$ cat config.mk
export PLATFORM = sky130hd
export DESIGN_NAME = i2c_eeprom_byte_access_master
export DESIGN_NICKNAME = d
export VERILOG_FILES = /design/src/rtl/core/i2cee_pkg.sv /design/src/rtl/core/i2cee_fifo.sv /design/src/rtl/core/i2cee_front.sv /design/src/rtl/core/i2cee_back.sv /design/src/rtl/core/i2c_eeprom_byte_access_master.sv
export SDC_FILE = /design/constraint.sdc
export NUM_CORES = 1
export LEC_CHECK = 0
export BUFFER_PORTS_ARGS = -buffer_cell sky130_fd_sc_hd__buf_2
export CAP_MARGIN = 0
export CORE_MARGIN = 4
export CORE_UTILIZATION = 65
export DETAILED_ROUTE_END_ITERATION = 8
export GPL_ROUTABILITY_DRIVEN = 1
export PLACE_DENSITY_LB_ADDON = 0.25
export SLEW_MARGIN = 25
export SYNTH_ARGS = -nofsm -noshare
export SYNTH_HDL_FRONTEND = slang
export SYNTH_SLANG_ARGS = --single-unit
$ cat constraint.sdc
create_clock -name clock -period 7.05 [get_ports clock]
set_clock_uncertainty 0.1 [all_clocks]
set_input_delay 0.3525 -clock clock [delete_from_list [all_inputs] [get_ports clock]]
set_output_delay 0.3525 -clock clock [all_outputs]
set_load 0.005 [all_outputs]
$ cat src/rtl/core/i2cee_pkg.sv
package i2cee_pkg;

   localparam int WRITE_STEPS = 89;
   localparam int READ_STEPS  = 108;
   localparam int STEP_W      = $clog2(READ_STEPS);

   localparam logic [6:0] DEVICE_SELECT_RESET = 7'd80;

   localparam int QUEUE_DEPTH_DEFAULT  = 2;
   localparam int RESULT_DEPTH_DEFAULT = 2;

   localparam logic [1:0] MODE_TICK  = 2'd0;
   localparam logic [1:0] MODE_READ  = 2'd1;
   localparam logic [1:0] MODE_WRITE = 2'd2;

   typedef struct packed {
      logic [1:0] mode;
      logic [7:0] word_address;
      logic [7:0] write_data;
      logic       sda_in;
   } req_type;

   typedef struct packed {
      logic       scl_out;
      logic       sda_out;
      logic       write_protect;
      logic       busy_res;
      logic       done_res;
      logic [7:0] read_data;
   } rsp_type;

   typedef enum logic [1:0] {
      OP_TICK  = 2'd0,
      OP_READ  = 2'd1,
      OP_WRITE = 2'd2,
      OP_NONE  = 2'd3
   } op_kind_type;

   typedef struct packed {
      op_kind_type kind;
      logic [7:0]  word_address;
      logic [7:0]  write_data;
      logic        sda_in;
   } op_type;

   typedef enum logic [2:0] {
      ST_IDLE  = 3'b001,
      ST_WRITE = 3'b010,
      ST_READ  = 3'b100
   } seq_state_type;

endpackage

$ cat src/rtl/core/i2cee_fifo.sv
module i2cee_fifo #(
   parameter int DEPTH = 2,
   parameter int WIDTH = 8
) (
   input  logic             clock,
   input  logic             reset,
   input  logic             push,
   input  logic [WIDTH-1:0] push_data,
   output logic             full,
   input  logic             pop,
   output logic [WIDTH-1:0] pop_data,
   output logic             empty
);

   localparam int PTR_W = (DEPTH > 1) ? $clog2(DEPTH) : 1;
   localparam int CNT_W = $clog2(DEPTH + 1);
   localparam logic [PTR_W-1:0] LAST_PTR = PTR_W'(DEPTH - 1);

   logic [WIDTH-1:0] mem_ff [DEPTH];
   logic [PTR_W-1:0] wr_ptr_ff, wr_ptr_in;
   logic [PTR_W-1:0] rd_ptr_ff, rd_ptr_in;
   logic [CNT_W-1:0] count_ff, count_in;
   logic             do_push, do_pop;

   assign full     = (count_ff == CNT_W'(DEPTH));
   assign empty    = (count_ff == '0);
   assign do_push  = push && !full;
   assign do_pop   = pop && !empty;
   assign pop_data = mem_ff[rd_ptr_ff];

   always_comb begin
      wr_ptr_in = wr_ptr_ff;
      rd_ptr_in = rd_ptr_ff;
      count_in  = count_ff;
      if (do_push) begin
         wr_ptr_in = (wr_ptr_ff == LAST_PTR) ? '0 : wr_ptr_ff + 1'b1;
      end
      if (do_pop) begin
         rd_ptr_in = (rd_ptr_ff == LAST_PTR) ? '0 : rd_ptr_ff + 1'b1;
      end
      if (do_push && !do_pop) begin
         count_in = count_ff + 1'b1;
      end else if (do_pop && !do_push) begin
         count_in = count_ff - 1'b1;
      end
   end

   always_ff @(posedge clock) begin
      if (reset) begin
         wr_ptr_ff <= '0;
         rd_ptr_ff <= '0;
         count_ff  <= '0;
      end else begin
         wr_ptr_ff <= wr_ptr_in;
         rd_ptr_ff <= rd_ptr_in;
         count_ff  <= count_in;
      end
   end

   always_ff @(posedge clock) begin
      if (do_push) begin
         mem_ff[wr_ptr_ff] <= push_data;
      end
   end

endmodule

$ cat src/rtl/core/i2cee_front.sv
module i2cee_front
   import i2cee_pkg::*;
#(
   parameter int QUEUE_DEPTH = QUEUE_DEPTH_DEFAULT
) (
   input  logic    clock,
   input  logic    reset,
   input  logic    push,
   input  req_type req,
   output logic    full,
   output op_type  op,
   output logic    op_valid,
   input  logic    op_pop
);

   op_type classified;
   logic   queue_empty;
   logic [$bits(op_type)-1:0] queue_out;

   always_comb begin
      classified.word_address = req.word_address;
      classified.write_data   = req.write_data;
      classified.sda_in       = req.sda_in;
      case (req.mode)
         MODE_TICK:  classified.kind = OP_TICK;
         MODE_READ:  classified.kind = OP_READ;
         MODE_WRITE: classified.kind = OP_WRITE;
         default:    classified.kind = OP_NONE;
      endcase
   end

   i2cee_fifo #(
      .DEPTH (QUEUE_DEPTH),
      .WIDTH ($bits(op_type))
   ) u_queue (
      .clock     (clock),
      .reset     (reset),
      .push      (push),
      .push_data (classified),
      .full      (full),
      .pop       (op_pop),
      .pop_data  (queue_out),
      .empty     (queue_empty)
   );

   assign op       = queue_out;
   assign op_valid = !queue_empty;

endmodule

$ cat src/rtl/core/i2cee_back.sv
module i2cee_back
   import i2cee_pkg::*;
(
   input  logic       clock,
   input  logic       reset,
   input  logic [6:0] device_select,
   input  op_type     op,
   input  logic       op_valid,
   output logic       op_pop,
   input  logic       res_full,
   output logic       res_push,
   output rsp_type    res
);

   localparam logic [STEP_W-1:0] W_WP_LOW  = STEP_W'(0);
   localparam logic [STEP_W-1:0] W_IDLE_HI = STEP_W'(1);
   localparam logic [STEP_W-1:0] W_SCL_LOW = STEP_W'(2);
   localparam logic [STEP_W-1:0] W_START   = STEP_W'(3);
   localparam logic [STEP_W-1:0] W_SEL     = STEP_W'(7);
   localparam logic [STEP_W-1:0] W_ADDR    = STEP_W'(33);
   localparam logic [STEP_W-1:0] W_DATA    = STEP_W'(59);
   localparam logic [STEP_W-1:0] W_STOP    = STEP_W'(85);
   localparam logic [STEP_W-1:0] W_STOP_CK = STEP_W'(86);
   localparam logic [STEP_W-1:0] W_STOP_HI = STEP_W'(87);
   localparam logic [STEP_W-1:0] W_LAST    = STEP_W'(WRITE_STEPS - 1);

   localparam logic [STEP_W-1:0] R_IDLE_HI = STEP_W'(0);
   localparam logic [STEP_W-1:0] R_SCL_LOW = STEP_W'(1);
   localparam logic [STEP_W-1:0] R_START   = STEP_W'(2);
   localparam logic [STEP_W-1:0] R_SEL     = STEP_W'(6);
   localparam logic [STEP_W-1:0] R_ADDR    = STEP_W'(32);
   localparam logic [STEP_W-1:0] R_RESTART = STEP_W'(58);
   localparam logic [STEP_W-1:0] R_SEL_RD  = STEP_W'(62);
   localparam logic [STEP_W-1:0] R_RELEASE = STEP_W'(88);
   localparam logic [STEP_W-1:0] R_BITS    = STEP_W'(89);
   localparam logic [STEP_W-1:0] R_STOP    = STEP_W'(105);
   localparam logic [STEP_W-1:0] R_STOP_CK = STEP_W'(106);
   localparam logic [STEP_W-1:0] R_LAST    = STEP_W'(READ_STEPS - 1);

   localparam logic [4:0] BYTE_BIT_STEPS = 5'd24;
   localparam logic [4:0] BYTE_ACK_HIGH  = 5'd24;
   localparam logic [1:0] PH_DATA = 2'd0;
   localparam logic [1:0] PH_RISE = 2'd1;
   localparam logic [1:0] PH_FALL = 2'd2;
   localparam logic [3:0] LAST_READ_BIT = 4'd15;

   seq_state_type     st_ff, st_in;
   logic [STEP_W-1:0] k_ff, k_in;
   logic [1:0]        ph_ff, ph_in;
   logic [7:0]        shift_ff, shift_in;
   logic [7:0]        addr_ff, addr_in;
   logic [7:0]        data_ff, data_in;
   logic              scl_ff, scl_in;
   logic              sda_ff, sda_in;
   logic              wp_ff, wp_in;
   logic [7:0]        last_read_ff, last_read_in;
   logic              done;
   logic              fire;

   logic [7:0]        sel;
   logic              seg_start, seg_byte;
   logic [STEP_W-1:0] start_base, byte_base;
   logic [STEP_W-1:0] start_diff, byte_diff, bit_diff;
   logic [1:0]        start_off;
   logic [4:0]        byte_off;
   logic [3:0]        bit_j;
   logic [7:0]        byte_val;
   logic [7:0]        shift_cur;

   assign fire     = op_valid && !res_full;
   assign op_pop   = fire;
   assign res_push = fire;
   assign sel      = {device_select, 1'b0};

   // locate the step within a start condition or a byte
   always_comb begin
      seg_start  = 1'b0;
      seg_byte   = 1'b0;
      start_base = W_START;
      byte_base  = W_SEL;
      byte_val   = sel;
      if (st_ff == ST_WRITE) begin
         if (k_ff >= W_START && k_ff < W_SEL) begin
            seg_start = 1'b1;
         end else if (k_ff >= W_SEL && k_ff < W_ADDR) begin
            seg_byte = 1'b1;
         end else if (k_ff >= W_ADDR && k_ff < W_DATA) begin
            seg_byte  = 1'b1;
            byte_base = W_ADDR;
            byte_val  = addr_ff;
         end else if (k_ff >= W_DATA && k_ff < W_STOP) begin
            seg_byte  = 1'b1;
            byte_base = W_DATA;
            byte_val  = data_ff;
         end
      end else begin
         if (k_ff >= R_START && k_ff < R_SEL) begin
            seg_start  = 1'b1;
            start_base = R_START;
         end else if (k_ff >= R_SEL && k_ff < R_ADDR) begin
            seg_byte  = 1'b1;
            byte_base = R_SEL;
         end else if (k_ff >= R_ADDR && k_ff < R_RESTART) begin
            seg_byte  = 1'b1;
            byte_base = R_ADDR;
            byte_val  = addr_ff;
         end else if (k_ff >= R_RESTART && k_ff < R_SEL_RD) begin
            seg_start  = 1'b1;
            start_base = R_RESTART;
         end else if (k_ff >= R_SEL_RD && k_ff < R_RELEASE) begin
            seg_byte  = 1'b1;
            byte_base = R_SEL_RD;
            byte_val  = sel | 8'h01;
         end
      end
      start_diff = k_ff - start_base;
      byte_diff  = k_ff - byte_base;
      bit_diff   = k_ff - R_BITS;
      start_off  = start_diff[1:0];
      byte_off   = byte_diff[4:0];
      bit_j      = bit_diff[3:0];
   end

   always_comb begin
      st_in        = st_ff;
      k_in         = k_ff;
      ph_in        = ph_ff;
      shift_in     = shift_ff;
      addr_in      = addr_ff;
      data_in      = data_ff;
      scl_in       = scl_ff;
      sda_in       = sda_ff;
      wp_in        = wp_ff;
      last_read_in = last_read_ff;
      done         = 1'b0;
      shift_cur    = (byte_off == '0) ? byte_val : shift_ff;

      if (st_ff == ST_IDLE) begin
         if (op.kind == OP_READ || op.kind == OP_WRITE) begin
            st_in   = (op.kind == OP_WRITE) ? ST_WRITE : ST_READ;
            addr_in = op.word_address;
            data_in = op.write_data;
            k_in    = '0;
            ph_in   = PH_DATA;
         end
      end else if (op.kind == OP_TICK) begin
         ph_in = PH_DATA;
         if (seg_start) begin
            case (start_off)
               2'd0:    sda_in = 1'b1;
               2'd1:    scl_in = 1'b1;
               2'd2:    sda_in = 1'b0;
               default: scl_in = 1'b0;
            endcase
         end else if (seg_byte) begin
            if (byte_off < BYTE_BIT_STEPS) begin
               if (ph_ff != PH_FALL) begin
                  ph_in = ph_ff + 2'd1;
               end
               case (ph_ff)
                  PH_DATA: begin
                     shift_in = shift_cur;
                     sda_in   = shift_cur[7];
                  end
                  PH_RISE: scl_in = 1'b1;
                  default: begin
                     scl_in   = 1'b0;
                     shift_in = {shift_ff[6:0], 1'b0};
                  end
               endcase
            end else if (byte_off == BYTE_ACK_HIGH) begin
               scl_in = 1'b1;
            end else begin
               scl_in = 1'b0;
            end
         end else if (st_ff == ST_WRITE) begin
            case (k_ff)
               W_WP_LOW:  wp_in  = 1'b0;
               W_IDLE_HI: sda_in = 1'b1;
               W_SCL_LOW: scl_in = 1'b0;
               W_STOP:    sda_in = 1'b0;
               W_STOP_CK: scl_in = 1'b1;
               W_STOP_HI: sda_in = 1'b1;
               default:   wp_in  = 1'b1;
            endcase
         end else begin
            if (k_ff == R_IDLE_HI || k_ff == R_RELEASE) begin
               sda_in = 1'b1;
            end else if (k_ff == R_SCL_LOW) begin
               scl_in = 1'b0;
            end else if (k_ff >= R_BITS && k_ff < R_STOP) begin
               if (!bit_j[0]) begin
                  shift_in = {shift_ff[6:0], 1'b0};
                  scl_in   = 1'b1;
               end else begin
                  // sample while the clock has been high
                  shift_in = {shift_ff[7:1], op.sda_in};
                  scl_in   = 1'b0;
                  if (bit_j == LAST_READ_BIT) begin
                     last_read_in = {shift_ff[7:1], op.sda_in};
                  end
               end
            end else if (k_ff == R_STOP) begin
               sda_in = 1'b0;
            end else if (k_ff == R_STOP_CK) begin
               scl_in = 1'b1;
            end else begin
               sda_in = 1'b1;
            end
         end
         if ((st_ff == ST_WRITE && k_ff == W_LAST) || (st_ff == ST_READ && k_ff == R_LAST)) begin
            st_in = ST_IDLE;
            k_in  = '0;
            done  = 1'b1;
         end else begin
            k_in = k_ff + 1'b1;
         end
      end
   end

   always_comb begin
      res.scl_out       = scl_in;
      res.sda_out       = sda_in;
      res.write_protect = wp_in;
      res.busy_res      = (st_in != ST_IDLE);
      res.done_res      = done;
      res.read_data     = last_read_in;
   end

   always_ff @(posedge clock) begin
      if (reset) begin
         st_ff        <= ST_IDLE;
         k_ff         <= '0;
         ph_ff        <= PH_DATA;
         shift_ff     <= '0;
         addr_ff      <= '0;
         data_ff      <= '0;
         scl_ff       <= 1'b0;
         sda_ff       <= 1'b1;
         wp_ff        <= 1'b1;
         last_read_ff <= '0;
      end else if (fire) begin
         st_ff        <= st_in;
         k_ff         <= k_in;
         ph_ff        <= ph_in;
         shift_ff     <= shift_in;
         addr_ff      <= addr_in;
         data_ff      <= data_in;
         scl_ff       <= scl_in;
         sda_ff       <= sda_in;
         wp_ff        <= wp_in;
         last_read_ff <= last_read_in;
      end
   end

endmodule

$ cat src/rtl/core/i2c_eeprom_byte_access_master.sv
// channel   | direction | handshake            | payload
// ----------+-----------+----------------------+------------------------
// request   | in        | push / full          | req_data (req_type)
// response  | out       | empty / pop          | rsp_data (rsp_type)
// csr       | in        | csr_valid/csr_ready  | csr_data (device select)
//
// one item per clock sustained while the response queue has room; every item gives one
// response beat: the item is registered in the command queue, then the sequencer step,
// one pin change per tick, pushes its beat into the response queue.
// synchronous reset empties both queues, idles the sequencer, device select 80.
// with pop low the response queue fills, then the command queue, then full rises.
module i2c_eeprom_byte_access_master
   import i2cee_pkg::*;
#(
   parameter int QUEUE_DEPTH  = QUEUE_DEPTH_DEFAULT,
   parameter int RESULT_DEPTH = RESULT_DEPTH_DEFAULT
) (
   input  logic       clock,
   input  logic       reset,
   input  logic       push,
   input  req_type    req_data,
   output logic       full,
   output logic       empty,
   input  logic       pop,
   output rsp_type    rsp_data,
   input  logic       csr_valid,
   output logic       csr_ready,
   input  logic [6:0] csr_data
);

   logic [6:0] device_select_ff, device_select_in;
   op_type     op;
   logic       op_valid, op_pop;
   logic       res_full, res_push;
   rsp_type    res;
   logic [$bits(rsp_type)-1:0] res_out;

   assign csr_ready        = 1'b1;
   assign device_select_in = (csr_valid && csr_ready) ? csr_data : device_select_ff;

   always_ff @(posedge clock) begin
      if (reset) begin
         device_select_ff <= DEVICE_SELECT_RESET;
      end else begin
         device_select_ff <= device_select_in;
      end
   end

   i2cee_front #(
      .QUEUE_DEPTH (QUEUE_DEPTH)
   ) u_front (
      .clock    (clock),
      .reset    (reset),
      .push     (push),
      .req      (req_data),
      .full     (full),
      .op       (op),
      .op_valid (op_valid),
      .op_pop   (op_pop)
   );

   i2cee_back u_back (
      .clock         (clock),
      .reset         (reset),
      .device_select (device_select_ff),
      .op            (op),
      .op_valid      (op_valid),
      .op_pop        (op_pop),
      .res_full      (res_full),
      .res_push      (res_push),
      .res           (res)
   );

   i2cee_fifo #(
      .DEPTH (RESULT_DEPTH),
      .WIDTH ($bits(rsp_type))
   ) u_rsp_queue (
      .clock     (clock),
      .reset     (reset),
      .push      (res_push),
      .push_data (res),
      .full      (res_full),
      .pop       (pop),
      .pop_data  (res_out),
      .empty     (empty)
   );

   assign rsp_data = res_out;

`ifndef SYNTHESIS
   // sequencer only steps when the response queue has room
   a_no_push_when_full: assert property (@(posedge clock) disable iff (reset)
      res_push |-> !res_full)
      else $error("response pushed into full queue");

   a_done_ends_busy: assert property (@(posedge clock) disable iff (reset)
      (res_push && res.done_res) |-> !res.busy_res)
      else $error("done beat still busy");

   // idle bus always has data released and write protect high
   a_idle_levels: assert property (@(posedge clock) disable iff (reset)
      (res_push && !res.busy_res) |-> (res.sda_out && res.write_protect))
      else $error("idle pin levels wrong");

   a_pop_follows_push: assert property (@(posedge clock) disable iff (reset)
      op_pop |-> res_push)
      else $error("command consumed without response");
`endif

endmodule

# Word level (Yosys, flattened, before mapping)
# Memories as Yosys holds them, arrays and structs flattened. A register that Yosys moved wholly into a read port is not among the register bits.
# Index checks and enable logic that the tools add are counted.
op_classes:
  n_addsub: 13
  n_lt_le_gt_ge: 21
  n_eq_ne: 33
  bitwise_logic: 2
  n_reduce_logical: 52
  muxes: 132
op_table:
  columns: ["op", "count"]
  rows:
  - ["two-way mux 8 bit", 26]
  - ["two-way mux 1 bit", 64]
  - ["two-way mux 5 bit", 10]
  - ["== test 7 bit, second input constant", 7]
  - ["greater-or-equal comparator 7 x 6 -> 1 bit, second input constant", 5]
  - ["< comparator 7 x 6 -> 1 bit, second input constant", 5]
  - ["two-way mux 2 bit", 15]
  - ["two-way mux 7 bit", 4]
  - ["AND reduction 11 bit", 2]
  - ["logical AND 1 bit", 21]
  - ["< comparator 7 bit, second input constant", 3]
  - ["case mux 8 bit (2 select lines)", 1]
  - ["two-way mux 3 bit", 5]
  - ["greater-or-equal comparator 7 x 2 -> 1 bit, second input constant", 2]
  - ["greater-or-equal comparator 7 x 3 -> 1 bit, second input constant", 2]
  - ["< comparator 7 x 3 -> 1 bit, second input constant", 2]
  - ["zero test 2 bit", 6]
  - ["case mux 1 bit (2 select lines)", 6]
  - ["AND reduction 12 bit", 1]
  - ["== test 2 bit, second input constant", 5]
  - ["== test 2 x 1 -> 1 bit, second input constant", 4]
  - ["zero test 1 bit", 8]
  - ["!= test 2 x 1 -> 1 bit, second input constant", 4]
  - ["!= test 2 bit, second input constant", 4]
  - ["other kinds (27)", 41]
word_totals:
  ram_bits: 64
  regBits: 62
  memories: 2
  out_inout_bits: 16
  elab_cells: 274
memory_table:
  columns: ["name", "depth", "width", "read_ports", "rd_ports_with_merged_regs", "write_ports", "line", "text"]
  rows:
  - ["u_front.u_queue.mem_ff", 2, 19, 1, 1, 1, "i2cee_fifo.sv:19", "logic [WIDTH-1:0] mem_ff [DEPTH];"]
  - ["u_rsp_queue.mem_ff", 2, 13, 1, 1, 1, "i2cee_fifo.sv:19", null]

# Longest topological paths before layout
# Gate-level depths: netlist (run 1).
logic_depth:
  word_depth: 17
  ltp_mapped: 16
  ltp_nobuf: 15

# By module
# From an unflattened synthesis (run 1), not the netlist that was laid out.
unflattened:
  hier_cells: 621
  hier_area_um2: 6342.3
by_module_without_submodules:
  columns: ["module", "seq_area_each_um2", "cells_per_inst", "area_each_um2", "n_inst"]
  rows:
  - ["i2cee_back", 940.9, 445, 3329.4, 1]
  - ["i2cee_fifo at u_front.u_queue", 1241.2, 84, 1585.3, 1]
  - ["i2cee_fifo at u_rsp_queue", 880.8, 65, 1149.9, 1]
  - ["i2c_eeprom_byte_access_master", 140.1, 24, 266.5, 1]
  - ["i2cee_front", 0.0, 3, 11.3, 1]

# Worst setup path after synthesis (run 1)
# OpenSTA, ideal clock, no wires.
synth_timing:
  path_kind: "reg-to-reg"
  startpoint: "register u_back.k_ff[3]"
  endpoint: "memory u_rsp_queue.mem_ff[0][11] (netlist name) (data pin)"
  required_time_ns: 6.787
  period_less_slack_ns: 3.954
  slack_ns: 3.096
  n_path_buf: 1
  arrival_ns: 3.691
  stages_incl_launch_ff: 16
  cell_sequence: "dfxtp_1 > or4_4 > nor3_2 > o21ai_0 > o21ai_1 > ha_1 > nor2b_1 > o21ai_0 > nor4bb_1 > a21oi_1 > a2111oi_4 > nor2b_1 > buf_2 > mux2i_1 > mux2_2 > a31oi_1"
synth_rtl:
  columns: ["element", "line", "text"]
  rows:
  - ["from (decl)", "i2cee_back.sv:48", "logic [STEP_W-1:0] k_ff, k_in;"]
  - ["from (signal assigned)", "i2cee_back.sv:244", "k_ff <= k_in;"]
  - ["to (decl)", "i2cee_fifo.sv:19", null]

# Final worst setup path (run 1)
layout_timing:
  startpoint: "register u_back.k_ff[1]"
  endpoint: "register u_back.shift_ff[1]"
layout_via:
  elab_chain_cells: 12
  word_cells_on_any_way: 85
  cone_classes: "add/sub: 1; order compare: 21; eq/ne: 9; mux: 38; bitwise: 1; reduce/logical: 15"
layout_lines:
  columns: ["element", "line", "text"]
  rows:
  - ["greater-or-equal comparator 7 x 6 -> 1 bit or < comparator 7 bit (tied branches)", "i2cee_back.sv:110", "end else if (k_ff >= R_SEL_RD && k_ff < R_RELEASE) begin"]
  - ["logical AND 1 bit", "i2cee_back.sv:110", null]
  - ["two-way mux 5 bit", "i2cee_back.sv:110", null]
  - ["two-way mux 5 bit", "i2cee_back.sv:107", "end else if (k_ff >= R_RESTART && k_ff < R_SEL_RD) begin"]
  - ["two-way mux 5 bit", "i2cee_back.sv:103", "end else if (k_ff >= R_ADDR && k_ff < R_RESTART) begin"]
  - ["two-way mux 5 bit", "i2cee_back.sv:100", "end else if (k_ff >= R_SEL && k_ff < R_ADDR) begin"]
  - ["two-way mux 5 bit", "i2cee_back.sv:97", "if (k_ff >= R_START && k_ff < R_SEL) begin"]
  - ["two-way mux 5 bit", "i2cee_back.sv:82", "if (st_ff == ST_WRITE) begin"]
  - ["subtractor 5 bit", "i2cee_back.sv:117", "byte_diff = k_ff - byte_base;"]
  - ["< comparator 5 bit or zero test 5 bit (tied branches)", "i2cee_back.sv:156, i2cee_back.sv:136", null]
  - ["!= test 2 bit (no line) or != test 3 bit (tied branches)", null, null]
  - ["AND reduction 12 bit (no line)", null, null]
  - ["to (signal assigned)", "i2cee_back.sv:246", "shift_ff <= shift_in;"]
  - ["to (decl)", "i2cee_back.sv:50", "logic [7:0] shift_ff, shift_in;"]
# Parallel ways exist; a longest one is shown, timed or not. The select of a mux whose other input is x is not followed.
# A chain may end at the register's enable or synchronous reset.

==> flow_summary_export.csv, run 1 <==
group,metric,value,unit
status,status,"completed",
clocking,post_cts_buffers,0,
finish,design_area,7430,sq um
power,p_leak,0.00271,uW
sta,whs,0.173,ns
grt,grt_pass1_vias,4841,
sta,finalCritPeriodShare,74.3,%
drt,drc,0,
yosys,synth_top_area_share,30.8,%
sta,rsz0062_at_grt,"no",
yosys,yosysTopAreaCell,"edfxtp_1",
drt,drt_iter0_drc,347,
setup_path,end_kind,"flip-flop",
drt,drt_pass1_iterations,7,
sta,tns,0,ns
drt,vias,4978,
die,die_w,106,um
placement,post-place-ws,1.90,ns
die,die_area,11200,sq um
yosys,synth_edf_count,64,
sta,min_period,5.24,ns
placement,placed_cell_area,6550,sq um
clocking,htreeDepth,4,
yosys,avgSynthCellArea,10.6,sq um
sta,drv_slew,0,
finish,area_growth,19.2,%
finish,n_antenna_cell,0,
clocking,clk_latency,0.51,ns
yosys,ys_types,74,
drt,antenna_left,0,
power,worst_ir_drop_vdd,211,uV
finish,drive_above_1_share,19.3,%
sta,setup_violations,0,
sta,fmax,191,MHz
setup_path,crit_path_start_kind,"flip-flop",
yosys,ys_ff_latch,128,
sta,slew_headroom,39.5,%
grt,grt_pass1_wl,24700,um
placement,port_buffers,45,
die,core,9280,sq um
yosys,syn_area,6240,sq um
clocking,cts_sinks,128,
clocking,cts_resized,0,
yosys,ys_warn_count,0,
drt,routedWlPerCell,19.2,um
flow_run,drv_cap,0,
grt,grt_usage,28.1,%
drt,viasPerCell,6.24,
sta,max_slew.worst_pin.slew,0.908,ns
clocking,cts_tree,"done",
setup_path,cp.arrival,5.55,ns
setup_path,crit_fanout,18,
die,initial_core_util,67.2,%
setup_path,required,7.36,ns
clocking,clk_path_buf_depth,2,
grt,grt_max_degree,55,
worst_hold_path,hp-class,"in2reg",
die,io_pins,47,
worst_hold_path,hold_depth,4,
yosys,postSynthCellCount,590,
grt,overflow,0,
yosys,syn_nets,635,
yosys,synth_flop_cell,"edfxtp_1",
placement,place_congestion,0.913,
yosys,synth_area_leaders,"edfxtp_1, dfxtp_1, nor2_1",
sta,hold_viol_final,0,
yosys,ys_async_sr_fraction,0,%
power,power-per-cell-area,378,nW/um^2
clocking,cts_buffers,17,
finish,nNetsFinal,701,
clocking,clk_pin_slew_worst_paths,0.06,ns
setup_path,worstSetupPathType,"reg2reg",
drt,routed_wl,15300,um
placement,dpl.hpwl,9300,um
die,die_height,106,um
grt,antenna_found_initial,0,
setup_path,r2r_cells,15,
die,row_count,35,
clocking,root_buffer,"clkbuf_8",
sta,fin_ws,1.81,ns
setup_path,r2r_slack,1.81,ns
yosys,ys_seq_area_share,51.4,%
-- flip-flops by register name (all words and copies together), names as in the netlist, 3 cells and up, named ones only --
| signal | count |
|---|---|
| u_back.shift_ff | 8 |
| device_select_ff | 7 |
| u_front.u_queue.mem_ff | 38 |
| u_back.last_read_ff | 8 |
| u_back.data_ff | 8 |
| u_back.st_ff | 3 |
| u_back.addr_ff | 8 |
| u_back.k_ff | 7 |
| u_rsp_queue.mem_ff | 26 |
-- final timing paths --
path	startpoint	to
worst min-delay path	push	u_front.u_queue.wr_ptr_ff
worst max-delay path	u_back.k_ff[1]	u_back.shift_ff[1]
worst min register to register	u_back.last_read_ff[0]	u_back.last_read_ff[0]
worst max register to register	u_back.k_ff[1]	u_back.shift_ff[1]
-- cells by family after synthesis --
group,count (synthesis),share of synthesized area (%)
buffers and inverters,48,3.19
multiplexers,51,8.65
XOR/XNOR,20,2.81
adder cells (fa/ha/maj),14,2.81
other,1,0.0601
AND/OR/NAND/NOR,200,15.9
AO/OA/AOI/OAI,128,15.2
flip-flops,128,51.4
-- worst max-delay path, cell delays in order, from the launching register on --
cell and delay, ns:
dfxtp_1 0.77, inv_1 0.23, ha_1 0.32, nor4_1 0.48, a21o_1 0.31, o21ai_1 0.26
ha_1 0.38, nor2b_1 0.13, o21ai_0 0.20, nor4bb_1 0.31, a21oi_1 0.11, a2111oi_4 0.38
nor3b_2 0.13, a211oi_4 0.57, a21oi_1 0.17, a311oi_1 0.29
-- Yosys cell counts (3+ instances only) --
library cell	number
o221ai_1	7
nor4_1	4
mux2_2	22
a21oi_1	32
a311oi_2	3
or3_1	4
nand2_1	33
o21ai_0	14
nand2b_1	12
a211o_1	3
mux2i_1	28
xnor2_1	11
nand3_1	11
a22oi_1	5
edfxtp_1	64
ha_1	14
inv_1	14
nor2b_1	5
a31oi_1	7
nor2_1	82
xor2_1	9
a21oi_2	3
nor3_1	22
dfxtp_1	64
a21o_1	5
and2_1	6
a211oi_1	16
buf_2	6
nand4_1	3
clkbuf_1	22
-- cell type report --
type	instances	area [sq um]
Fill cell	566	1850
Multi-Input combinational cell	414	2840
Clock buffer	18	418
Inverter	17	63.8
Tap cell	129	161
Sequential cell	128	3200
Timing Repair Buffer	78	538
Clock inverter	14	205
-- layer usage --
metal / track usage (%) / up-vias / part of all wire (%)
met5: 0 / - / 0
li1: - / 2318 / -
met4: 11.4 / 0 / 2.7
met2: 48.1 / 212 / 50
met1: 34.8 / 2409 / 41
met3: 5.65 / 39 / 5.7
-- power by group --
group          leakage, uW  total [uW]  switching, uW  internal [uW]
Combinational      0.00129         761            454            307
Clock             0.000303         927            345            582
Sequential         0.00112        1120            114           1010
Total              0.00271        2810            913           1900
-- metrics by stage --
step / utilization (%) / cells / power (uW)
after detailed placement: 70.5 / 740 / 1830
after global placement: 70.5 / 740 / 1790
after CTS: 80.0 / 798 / 2780
final: 80.1 / 798 / 2810
after global routing: 80.1 / 798 / 2950
after floorplan: - / 590 / 1610
-- timing repair --
action	4_1_cts	5_1_grt
endpoints found under the setup margin	0	0
hold endpoints to repair	45	0
hold buffers	26	0
-- layout by cell type (no fill, tap or decap), drive strengths merged, types with 9 or more instances in the layout --
cell type,instances
a211oi,18
a21oi,35
buf,52
clkbuf,18
dfxtp,64
dlygate4sd3,26
edfxtp,64
ha,14
inv,21
mux2,23
mux2i,28
nand2,33
nand2b,12
nand3,11
nor2,82
nor3,23
o21ai,16
xnor2,11
xor2,9
Power figures use the tool's default switching activity.
==> run 2: changes to the inputs <==
--- a/config.mk
+++ b/config.mk
@@ -5,10 +5,11 @@
 export SDC_FILE = /design/constraint.sdc
 export NUM_CORES = 1
 export LEC_CHECK = 0
+export ABC_AREA = 1
 export BUFFER_PORTS_ARGS = -buffer_cell sky130_fd_sc_hd__buf_2
 export CAP_MARGIN = 0
 export CORE_MARGIN = 4
-export CORE_UTILIZATION = 65
+export CORE_UTILIZATION = 60
 export DETAILED_ROUTE_END_ITERATION = 8
 export GPL_ROUTABILITY_DRIVEN = 1
 export PLACE_DENSITY_LB_ADDON = 0.25
==> constraint.sdc (replaced) <==
create_clock -name clock -period 5.2 [get_ports clock]
set_clock_uncertainty 0.1 [all_clocks]
set_input_delay 0.26 -clock clock [delete_from_list [all_inputs] [get_ports clock]]
set_output_delay 0.26 -clock clock [all_outputs]
set_load 0.005 [all_outputs]
==> run 2 against run 1 <==
  * Total power grew 34%
  * First-iteration DRC count is 43% higher
  * Global-route usage shrank 1.2 points
  * Flip-flop and latch count unchanged
  * Critical path depth increased by 8
  * Sequential share of layout area fell by 0.82 points
  * Design area up 1.9%
  * Non-clock buffer count is 5 higher
  * Hold slack got worse by 0.14 ns
  * Worst setup slack worse by 0.80 ns
  * Wire length up 5.5%
  * Register-to-register slack lost 0.80 ns
  * Critical path type unchanged
==> flow_summary_export.csv, run 2 <==
group,metric,value,unit
setup_path,r2r_slack,1.02,ns
placement,placed_cell_area,6750,sq um
power,p_int,2420,uW
placement,port_buffers,45,
finish,reg_top3,"u_front.u_queue.mem_ff: 38 flops, u_rsp_queue.mem_ff: 26 flops",
flow_run,drv_cap,0,
setup_path,r2r_cells,23,
clocking,clk_pin_slew_worst_paths,0.06,ns
clocking,cts_buffers,17,
yosys,ys_types,48,
status,status,"completed",
sta,fmax,239,MHz
yosys,synth_flop_cell,"edfxtp_1",
sta,hold_viol_final,0,
drt,drc,0,
power,swShare,35.7,%
yosys,avgSynthCellArea,8.19,sq um
yosys,ys_warn_count,0,
die,initial_core_util,62.1,%
finish,largest_register_ffs,38,
die,io_pins,47,
sta,rsz0062_at_grt,"no",
power,p_leak,0.00329,uW
finish,final_cell_mix,"nand2_1, nor2_1, a21oi_1",
sta,fin_ws,1.02,ns
setup_path,path_common_cell,"nand2_1",
setup_path,required,5.57,ns
sta,finalCritPeriodShare,80.5,%
grt,overflow,0,
setup_path,worstSetupPathType,"reg2reg",
sta,setup_violations,0,
sta,min_period,4.18,ns
setup_path,crit_family,"simple AND/OR/NAND/NOR gates",
finish,nNetsFinal,902,
drt,viasPerCell,5.65,
yosys,synth_top_area_share,29.8,%
placement,dp.cells,943,
yosys,yosysTopAreaCell,"edfxtp_1",
setup_path,crit_path_start_kind,"flip-flop",
finish,final_cells,1006,
clocking,cts_resized,0,
drt,routed_wl,16200,um
die,core,10400,sq um
placement,place_congestion,0.870,
grt,grt_max_degree,38,
yosys,postSynthCellCount,786,
setup_path,crit_fanout,15,
clocking,root_buffer,"clkbuf_8",
setup_path,reg2reg_to,"u_back.shift_ff[5]",
die,die_height,112,um
setup_path,end_kind,"flip-flop",
clocking,cts_sinks,128,
sta,tns,0,ns
power,worst_ir_drop_vdd,452,uV
clocking,post_cts_buffers,0,
drt,routedWlPerCell,16.1,um
setup_path,r2r_start,"u_back.k_ff[0]",
placement,dpl.hpwl,10400,um
power,pwr-share-comb,30.8,%
setup_path,slowest_stage,"dfxtp_1",
drt,vias,5683,
clocking,clk_path_buf_depth,2,
grt,grt_usage,26.9,%
clocking,cts_tree,"done",
clocking,clk_latency,0.54,ns
setup_path,cp_cell_sequence,"inv_1, nor2_1, nor2_2, nand2_1, nand2_2, nand3_1, nor2_1, inv_1, nand2_1, ha_1, inv_1, o21bai_1, nand3_1, nand2_1, xor2_1, nand3_1, nand2_1, nand2_1, nand2_1, nand4_2, nand2_1, nand2_1, nor2_1",
drt,drt_pass1_iterations,8,
setup_path,crit_buf_inv,3,
clocking,postCtsHoldBufs,31,
die,row_count,37,
finish,n_antenna_cell,0,
setup_path,critPathLaunch,"u_back.k_ff[0]",
power,p_switching,1350,uW
grt,grt_pass1_vias,5579,
sta,drv_slew,0,
yosys,yosysMostFrequentCell,"nand2_1",
finish,area_growth,17.6,%
yosys,syn_area,6440,sq um
sta,max_slew.worst_pin.slew,0.779,ns
grt,grt_pass1_wl,26600,um
yosys,synth_common_cells,"nand2_1, nor2_1, a21oi_1",
yosys,ys_async_sr_fraction,0,%
setup_path,cp_slowest_stage_delay,0.69,ns
power,p_seq_share,41.2,%
finish,drive_above_1_share,14.9,%
power,pwr-share-clk,28.0,%
finish,postLayoutCoreUtil,73.1,%
setup_path,crit_end,"u_back.shift_ff[5]",
yosys,syn_nets,831,
finish,design_area,7580,sq um
yosys,ys_ff_latch,128,
finish,n_fill_cell,797,
yosys,ys_seq_area_share,49.7,%
finish,layout_commonest_cell,"nand2_1",
power,power-per-cell-area,498,nW/um^2
setup_path,cp.arrival,4.55,ns
yosys,synth_area_leaders,"edfxtp_1, dfxtp_1, a21oi_1",
sta,slew_headroom,47.5,%
worst_hold_path,hold_depth,3,
die,die_area,12500,sq um
setup_path,worst-path-stages,23,
drt,antenna_left,0,
clocking,htreeDepth,4,
yosys,synth_edf_count,64,
finish,regMostFlops,"u_front.u_queue.mem_ff",
placement,post-place-ws,1.16,ns
drt,drt_iter0_drc,496,
grt,antenna_found_initial,0,
worst_hold_path,hp-class,"in2reg",
die,die_w,112,um
run 2: cell count changes in the layout (fill, tap and decap cells not counted), sizes merged, moves of 27 or more:
cell,delta
a21oi,+55
inv,+79
mux2i,-27
nand2,+89
nand3,+27
nor2,+33
o21ai,+57
run 2: layout make-up:
cell class,instances,area (sq um),area share (%)
sequential,128,3200,42.3
clock buffer,22,454,6.00
tap,136,170,2.25
inverter,102,383,5.05
multi-input combinational,525,2710,35.8
clock inverter,10,63.8,0.842
timing repair buffer,83,588,7.76
run 2: how the worst min path moves through the flow:
stage                                          from                      endpoint  slack [ns]
final                                           pop         u_rsp_queue.rd_ptr_ff        0.03
after global routing                          reset   u_front.u_queue.count_ff[0]        0.03
after CTS                                       pop         u_rsp_queue.rd_ptr_ff       0.002
after detailed placement  u_front.u_queue.rd_ptr_ff     u_front.u_queue.rd_ptr_ff        0.34
after global placement    u_front.u_queue.rd_ptr_ff                     flip-flop        0.34
after floorplan                         req_data[0]  u_front.u_queue.mem_ff[0][0]        0.26
run 2: logic make-up after synthesis:
logic type / share of synthesized area, %
AO/OA/AOI/OAI: 15.1
XOR/XNOR: 0.952
adder cells (fa/ha/maj): 2.72
buffers and inverters: 8.22
flip-flops: 49.7
multiplexers: 2.78
other: 0.0582
AND/OR/NAND/NOR: 20.4
run 2: stage by stage:
step	total power [uW]	hold slack (ns)
finish	3770	0.0319
global route	4010	0.0274
CTS	3750	0.00186
detailed placement	2670	0.342
global placement	2610	0.338
floorplan	2330	0.259
run 2: routing by layer:
metal	wire length, um	up-vias	track usage, %
li1	-	2766	-
met4	415	0	11.9
met2	8260	215	46.9
met3	899	38	6.52
met5	0	-	0
met1	6590	2664	31.4
run 2: worst reg2reg max path, delay by kind of cell, from the launching register on:
family,cells,cell delay (ns)
buffers and inverters,3,0.49
adders and majority gates,1,0.31
AOI/OAI and AO/OA,1,0.24
DFF,1,0.69
xor gates and xnor gates,1,0.18
and+or+nand+nor,17,2.13
run 2: power groups by stage:
stage               registers (uW)  clock network [uW]  logic [uW]
detailed placement            1560                   0        1100
CTS                           1550                1060        1140
floorplan                     1500                   0         838
finish                        1550                1050        1160
global placement              1550                   0        1060
global route                  1580                1120        1310
